File: config.mk
export PLATFORM = sky130hd
export DESIGN_NAME = admr_ctrl
export DESIGN_NICKNAME = d
export VERILOG_FILES = /design/src/rtl/admr_pkg.sv /design/src/rtl/admr_ctrl.sv
export SDC_FILE = /design/constraint.sdc
export NUM_CORES = 1
export LEC_CHECK = 0
export BUFFER_PORTS_ARGS = -buffer_cell sky130_fd_sc_hd__buf_2
export CELL_PAD_IN_SITES_DETAIL_PLACEMENT = 2
export CELL_PAD_IN_SITES_GLOBAL_PLACEMENT = 2
export CORE_ASPECT_RATIO = 1.25
export CORE_MARGIN = 2
export CORE_UTILIZATION = 20
export DETAILED_ROUTE_END_ITERATION = 10
export PLACE_DENSITY_LB_ADDON = 0.1
export SETUP_SLACK_MARGIN = 0.5
export SLEW_MARGIN = 20
export SYNTH_ARGS = -nofsm -noshare
export SYNTH_HDL_FRONTEND = slang
export SYNTH_SLANG_ARGS = --single-unit
File: constraint.sdc
create_clock -name i_clk -period 1.4 [get_ports i_clk]
set_clock_uncertainty 0.1 [all_clocks]
set_input_delay 0.14 -clock i_clk [delete_from_list [all_inputs] [get_ports i_clk]]
set_output_delay 0.14 -clock i_clk [all_outputs]
set_load 0.02 [all_outputs]
File: src/rtl/admr_pkg.sv
// Shared constants, command codes and controller/datapath interface types
// for the arcade drive mixer. No dependencies.
package admr_pkg;

    // Serial divider sizing: the widest dividend is the doubled gain product.
    localparam int DIV_W = 35;
    localparam int DSR_W = 17;
    localparam int CNT_W = $clog2(DIV_W + 1);

    // Configuration port.
    localparam int CFG_IDX_W  = 3;
    localparam int CFG_DATA_W = 16;

    localparam logic [CFG_IDX_W-1:0] CFG_REVERSE   = 3'd0;
    localparam logic [CFG_IDX_W-1:0] CFG_TURN_SCL  = 3'd1;
    localparam logic [CFG_IDX_W-1:0] CFG_THR_SCL   = 3'd2;
    localparam logic [CFG_IDX_W-1:0] CFG_LEFT_GAIN = 3'd3;
    localparam logic [CFG_IDX_W-1:0] CFG_RIGHT_GAIN = 3'd4;
    localparam logic [CFG_IDX_W-1:0] CFG_RAMP_MIN  = 3'd5;
    localparam logic [CFG_IDX_W-1:0] CFG_RAMP_MAX  = 3'd6;

    // Division selects for the shared divider.
    typedef logic [2:0] t_div_op;

    localparam t_div_op DOP_RMIN  = 3'd0;
    localparam t_div_op DOP_RMAX  = 3'd1;
    localparam t_div_op DOP_RATIO = 3'd2;
    localparam t_div_op DOP_LEFT  = 3'd3;
    localparam t_div_op DOP_RIGHT = 3'd4;

    typedef struct packed {
        logic    load;
        logic    div_start;
        t_div_op div_op;
        logic    div_capture;
        logic    mul_step;
        logic    update;
        logic    mul_scale;
        logic    scale;
        logic    mul_gain;
        logic    out_load;
    } t_dp_cmd;

    typedef struct packed {
        logic div_done;
        logic ramp;
    } t_dp_status;

endpackage

File: src/rtl/admr_ctrl.sv
// Sequencing state machine for the arcade drive mixer: input and output
// handshakes and the command stream to the datapath. Depends on admr_pkg.
module admr_ctrl (
    input  logic                  i_clk,
    input  logic                  i_rst_n,
    input  logic                  i_in_valid,
    output logic                  o_in_stall,
    output logic                  o_out_valid,
    input  logic                  i_out_stall,
    output admr_pkg::t_dp_cmd     o_cmd,
    input  admr_pkg::t_dp_status  i_status
);

    localparam logic [3:0] S_IDLE      = 4'd0;
    localparam logic [3:0] S_DIV_MIN   = 4'd1;
    localparam logic [3:0] S_DIV_MAX   = 4'd2;
    localparam logic [3:0] S_MUL_STEP  = 4'd3;
    localparam logic [3:0] S_UPDATE    = 4'd4;
    localparam logic [3:0] S_MUL_SCALE = 4'd5;
    localparam logic [3:0] S_SCALE     = 4'd6;
    localparam logic [3:0] S_DIV_RATIO = 4'd7;
    localparam logic [3:0] S_MUL_GAIN  = 4'd8;
    localparam logic [3:0] S_DIV_LEFT  = 4'd9;
    localparam logic [3:0] S_DIV_RIGHT = 4'd10;
    localparam logic [3:0] S_DONE      = 4'd11;

    logic [3:0]        r_state;
    logic [3:0]        n_state;
    logic              r_started;
    logic              n_started;
    logic              r_out_valid;
    logic              n_out_valid;
    logic              div_state;
    admr_pkg::t_div_op div_op;
    logic [3:0]        div_next;
    admr_pkg::t_dp_cmd cmd;

    always_comb begin
        n_state   = r_state;
        n_started = r_started;
        cmd       = '0;
        div_state = 1'b0;
        div_op    = admr_pkg::DOP_RMIN;
        div_next  = S_IDLE;
        case (r_state)
            S_IDLE: begin
                if (i_in_valid) begin
                    cmd.load = 1'b1;
                    n_state  = S_DIV_MIN;
                end
            end
            S_DIV_MIN: begin
                // Without ramping the rate divisions are not needed.
                if (!i_status.ramp) begin
                    n_state = S_UPDATE;
                end else begin
                    div_state = 1'b1;
                    div_op    = admr_pkg::DOP_RMIN;
                    div_next  = S_DIV_MAX;
                end
            end
            S_DIV_MAX: begin
                div_state = 1'b1;
                div_op    = admr_pkg::DOP_RMAX;
                div_next  = S_MUL_STEP;
            end
            S_MUL_STEP: begin
                cmd.mul_step = 1'b1;
                n_state      = S_UPDATE;
            end
            S_UPDATE: begin
                cmd.update = 1'b1;
                n_state    = S_MUL_SCALE;
            end
            S_MUL_SCALE: begin
                cmd.mul_scale = 1'b1;
                n_state       = S_SCALE;
            end
            S_SCALE: begin
                cmd.scale = 1'b1;
                n_state   = S_DIV_RATIO;
            end
            S_DIV_RATIO: begin
                div_state = 1'b1;
                div_op    = admr_pkg::DOP_RATIO;
                div_next  = S_MUL_GAIN;
            end
            S_MUL_GAIN: begin
                cmd.mul_gain = 1'b1;
                n_state      = S_DIV_LEFT;
            end
            S_DIV_LEFT: begin
                div_state = 1'b1;
                div_op    = admr_pkg::DOP_LEFT;
                div_next  = S_DIV_RIGHT;
            end
            S_DIV_RIGHT: begin
                div_state = 1'b1;
                div_op    = admr_pkg::DOP_RIGHT;
                div_next  = S_DONE;
            end
            S_DONE: begin
                // The result register is free once its last result transfers.
                if (!r_out_valid || !i_out_stall) begin
                    cmd.out_load = 1'b1;
                    n_state      = S_IDLE;
                end
            end
            default: begin
                n_state = S_IDLE;
            end
        endcase

        if (div_state) begin
            cmd.div_op    = div_op;
            cmd.div_start = !r_started;
            n_started     = !i_status.div_done;
            if (i_status.div_done) begin
                cmd.div_capture = 1'b1;
                n_state         = div_next;
            end
        end
    end

    always_comb begin
        n_out_valid = r_out_valid;
        if (cmd.out_load) begin
            n_out_valid = 1'b1;
        end else if (r_out_valid && !i_out_stall) begin
            n_out_valid = 1'b0;
        end
    end

    always_ff @(posedge i_clk) begin
        if (!i_rst_n) begin
            r_state     <= S_IDLE;
            r_started   <= 1'b0;
            r_out_valid <= 1'b0;
        end else begin
            r_state     <= n_state;
            r_started   <= n_started;
            r_out_valid <= n_out_valid;
        end
    end

    assign o_cmd       = cmd;
    assign o_in_stall  = (r_state != S_IDLE);
    assign o_out_valid = r_out_valid;

endmodule

==> key figures <==
Setup path
  • Max incr delay on CP: approximately 0.41 ns
  • Critical Path Start Type: register
  • Critical path arrival: 1.41 ns
  • Crit path cell chain: or3b_4 > o211ai_4 > nor2b_4 > buf_6
  • Crit path max-delay cell type: or3b_4
  • WP data required: between 1 and 1.5 ns
  • Max FO, Critical Path: 5
  • Critical path type: reg -> out
  • Crit end category: output port

Floorplan
  • Core box area: 2380 um2
  • Die area: roughly 2900 um2
  • Rows: 20
  • Num ports: 20
  • DIE WIDTH: ~48 um
  • Die Span Y: 59.3 um
  • Initial core utilization: between 20% and 30%

Power
  • Max VDD drop: approximately 0.48 mV
  • Clock power share: roughly 18%
  • Sw frac: a little under two fifths
  • Internal power: about 0.57 mW
  • NetSw: around 0.35 mW
  • Share of power burned in registers: 23.8%
  • Comb pwr share: 58.7%
  • Leakage: roughly 0.5 nW
  • PD cells: approximately 790 nW/um2

Routing
  • DRT iter0 DRCs: 7
  • Remaining antenna violation count: 0
  • Vias post-DR: between 600 and 700
  • WL per Instance: 13.5 um
  • Post-DR vias/cell: between 4 and 5
  • Met2 WL post-DR: approximately 1200 um
  • First-pass iteration count of the detailed router: 4
  • Drt drc: 0
  • Met1 WL: 771 um
  • DRT Wirelength: 2040 um
  • DR WL met3: ~66 um
  • Max layer used: met4

Synthesis
  • Area of the mapped netlist: around 490 um2
  • Synth Warn #: 0
  • Synthesized Nets: between 70 and 80
  • Yosys cell types: 31
  • Post-synthesis async set-or-reset flop share: 0%
  • Top FF cell, synth: dfxtp_1
  • Post-Synthesis Cells: between 70 and 80
  • Post-synthesis register bit count: 6
  • Sequential-to-total area share from yosys stat: 24.6%
  • EDFF count, synth: 0
  • Syn Area/Cell: ~6.8 um2

Global routing
  • Initial antenna violation count: 0
  • GRT Util Overall: 16.0%
  • Vias in the first global route: 690
  • Largest net degree at the start of global routing: 9
  • First-pass GRT wire length: 3180 um
  • GRT overflow: 0

Timing
  • Slew margin rel.: 79.3%
  • TNS Setup: -2.22 ns
  • Endpoints failing hold: 0
  • Min cycle time layout: between 1.5 and 2 ns
  • Final setup viols: 17
  • Max Fclk: ~600 MHz
  • Pins over their slew limit: 0
  • Final period util: 118%
  • Final Worst Setup Slack: -0.253 ns
  • RSZ-0062 raised after global routing: true
  • Worst-Margin Slew: around 0.31 ns

Place
  • GPL Wtd Cong: roughly 0.70
  • Final HPWL DP: approximately 1400 um
  • Port bufs: 19
  • Dpl ws: -0.0548 ns

Clocking
  • H-tree levels: 1
  • CTS tree: yes
  • Longest Clk Path Bufs: 2
  • CTS root buffer: clkbuf_4
  • Worst-path clk slew: approximately 0.05 ns
  • Inserted Clock Buffers: 3
  • Clock Sinks: 6
  • Post-cts hold buffer count: 0
  • Skew-Pair Late Insertion Delay: roughly 0.25 ns

Run
  • Maxcap violations: 0

Status
  • Status: finished with violations
  • Failing checks: setup timing

Finish
  • Synthesis-to-layout area growth: 138%
  • Antenna diodes: 0
  • Layout cells sized above 1: about 76%
  • Final net count: 126

Worst hold path
  • Hold WC Path Type: in -> reg
==> routing by layer <==
| metal | track usage [%] | vias up |
|---|---|---|
| li1 | - | 345 |
| met1 | 18.2 | 323 |
| met2 | 28.0 | 18 |
| met3 | 1.22 | 2 |
| met4 | 8.11 | 0 |
| met5 | 0 | - |
==> power by group through the flow <==
stage / logic, mW / registers [mW] / clock network [mW]
after floorplan: 0.236 / 0.208 / 0
after global placement: 0.342 / 0.217 / 0
after detailed placement: 0.346 / 0.217 / 0
after CTS: 0.465 / 0.215 / 0.166
after global routing: 0.580 / 0.222 / 0.184
final: 0.539 / 0.219 / 0.161
==> flip-flops by register name (all words and copies together), names as in the netlist <==
| name | count |
|---|---|
| o_out_valid | 1 |
| r_state | 4 |
| r_started | 1 |
==> area by class of cell <==
cell class                      instances  area [um2]
Clock buffer                            3        22.5
Inverter                                3        16.3
Tap cell                               33        41.3
Sequential cell                         6         131
Fill cell                             265        1210
Multi-Input combinational cell         58         523
Timing Repair Buffer                   48         430
==> metrics by stage <==
stage                     cells  area [um2]  hold WS (ns)  power (mW)  util, %
after floorplan              72         579         0.158       0.444        -
final                       151        1160        0.0640       0.919     49.0
after global placement      131         767         0.331       0.559     32.3
after CTS                   145        1050        0.0660       0.846     44.2
after global routing        151        1160        0.0673       0.985     49.0
after detailed placement    131         767         0.332       0.563     32.3
==> critical path: cells and delay by family (launching register included) <==
family / cells / cell delay, ns
AO/OA/AOI/OAI: 1 / 0.11
buffers and inverters: 1 / 0.11
flip-flops: 1 / 0.37
AND/OR/NAND/NOR: 2 / 0.58
==> what timing repair did <==
| item | in CTS | in global routing |
|---|---|---|
| endpoints found under the setup margin | 20 | 20 |
| pin swaps | 11 | 8 |
| gates resized for setup | 52 | 18 |
| buffers inserted | 11 | 6 |
==> kinds of logic (layout without fill, tap and decap cells) <==
family | after synthesis | after routing | synth area share (%)
AND/OR/NAND/NOR | 41 | 41 | 41.9
buffers and inverters | 8 | 54 | 8.44
flip-flops | 6 | 6 | 24.6
AO/OA/AOI/OAI | 17 | 17 | 25.1
==> layout by cell type (no fill, tap or decap), types with 2 or more instances in the layout <==
cell type and count:
buf_4 21, buf_6 18, buf_2 7, nor2_1 6
nor2_4 5, nand2b_4 4, nand2_1 3, nand2_2 3
nor2_2 3, clkbuf_4 3, dfxtp_2 3, nand2_4 2
nor3_4 2, nor3_2 2, nor2b_4 2, a21o_1 2
a21oi_1 2, dfxtp_4 2
==> cell usage after synthesis (all sizes together), types with 2 or more instances <==
| master | instances | area, um2 |
|---|---|---|
| a21o | 2 | 15.0 |
| a21oi | 4 | 20.0 |
| buf | 5 | 30.0 |
| dfxtp | 6 | 120 |
| inv | 3 | 11.3 |
| nand2 | 8 | 32.5 |
| nand2b | 5 | 31.3 |
| nor2 | 14 | 52.6 |
| nor2b | 3 | 18.8 |
| nor3 | 4 | 20.0 |
| o21ai | 2 | 10.0 |
==> worst paths after layout <==
kind | startpoint | end | slack [ns] | cells past startpoint
setup / recovery | r_state[1] | o_cmd[10] | -0.25 | 4
hold / removal | i_rst_n | r_state[3] | 0.06 | 2
setup reg to reg | r_state[3] | r_state[0] | -0.19 | 7
hold reg to reg | r_started | r_started | 0.46 | 2
(Power assumes the default switching activity.)
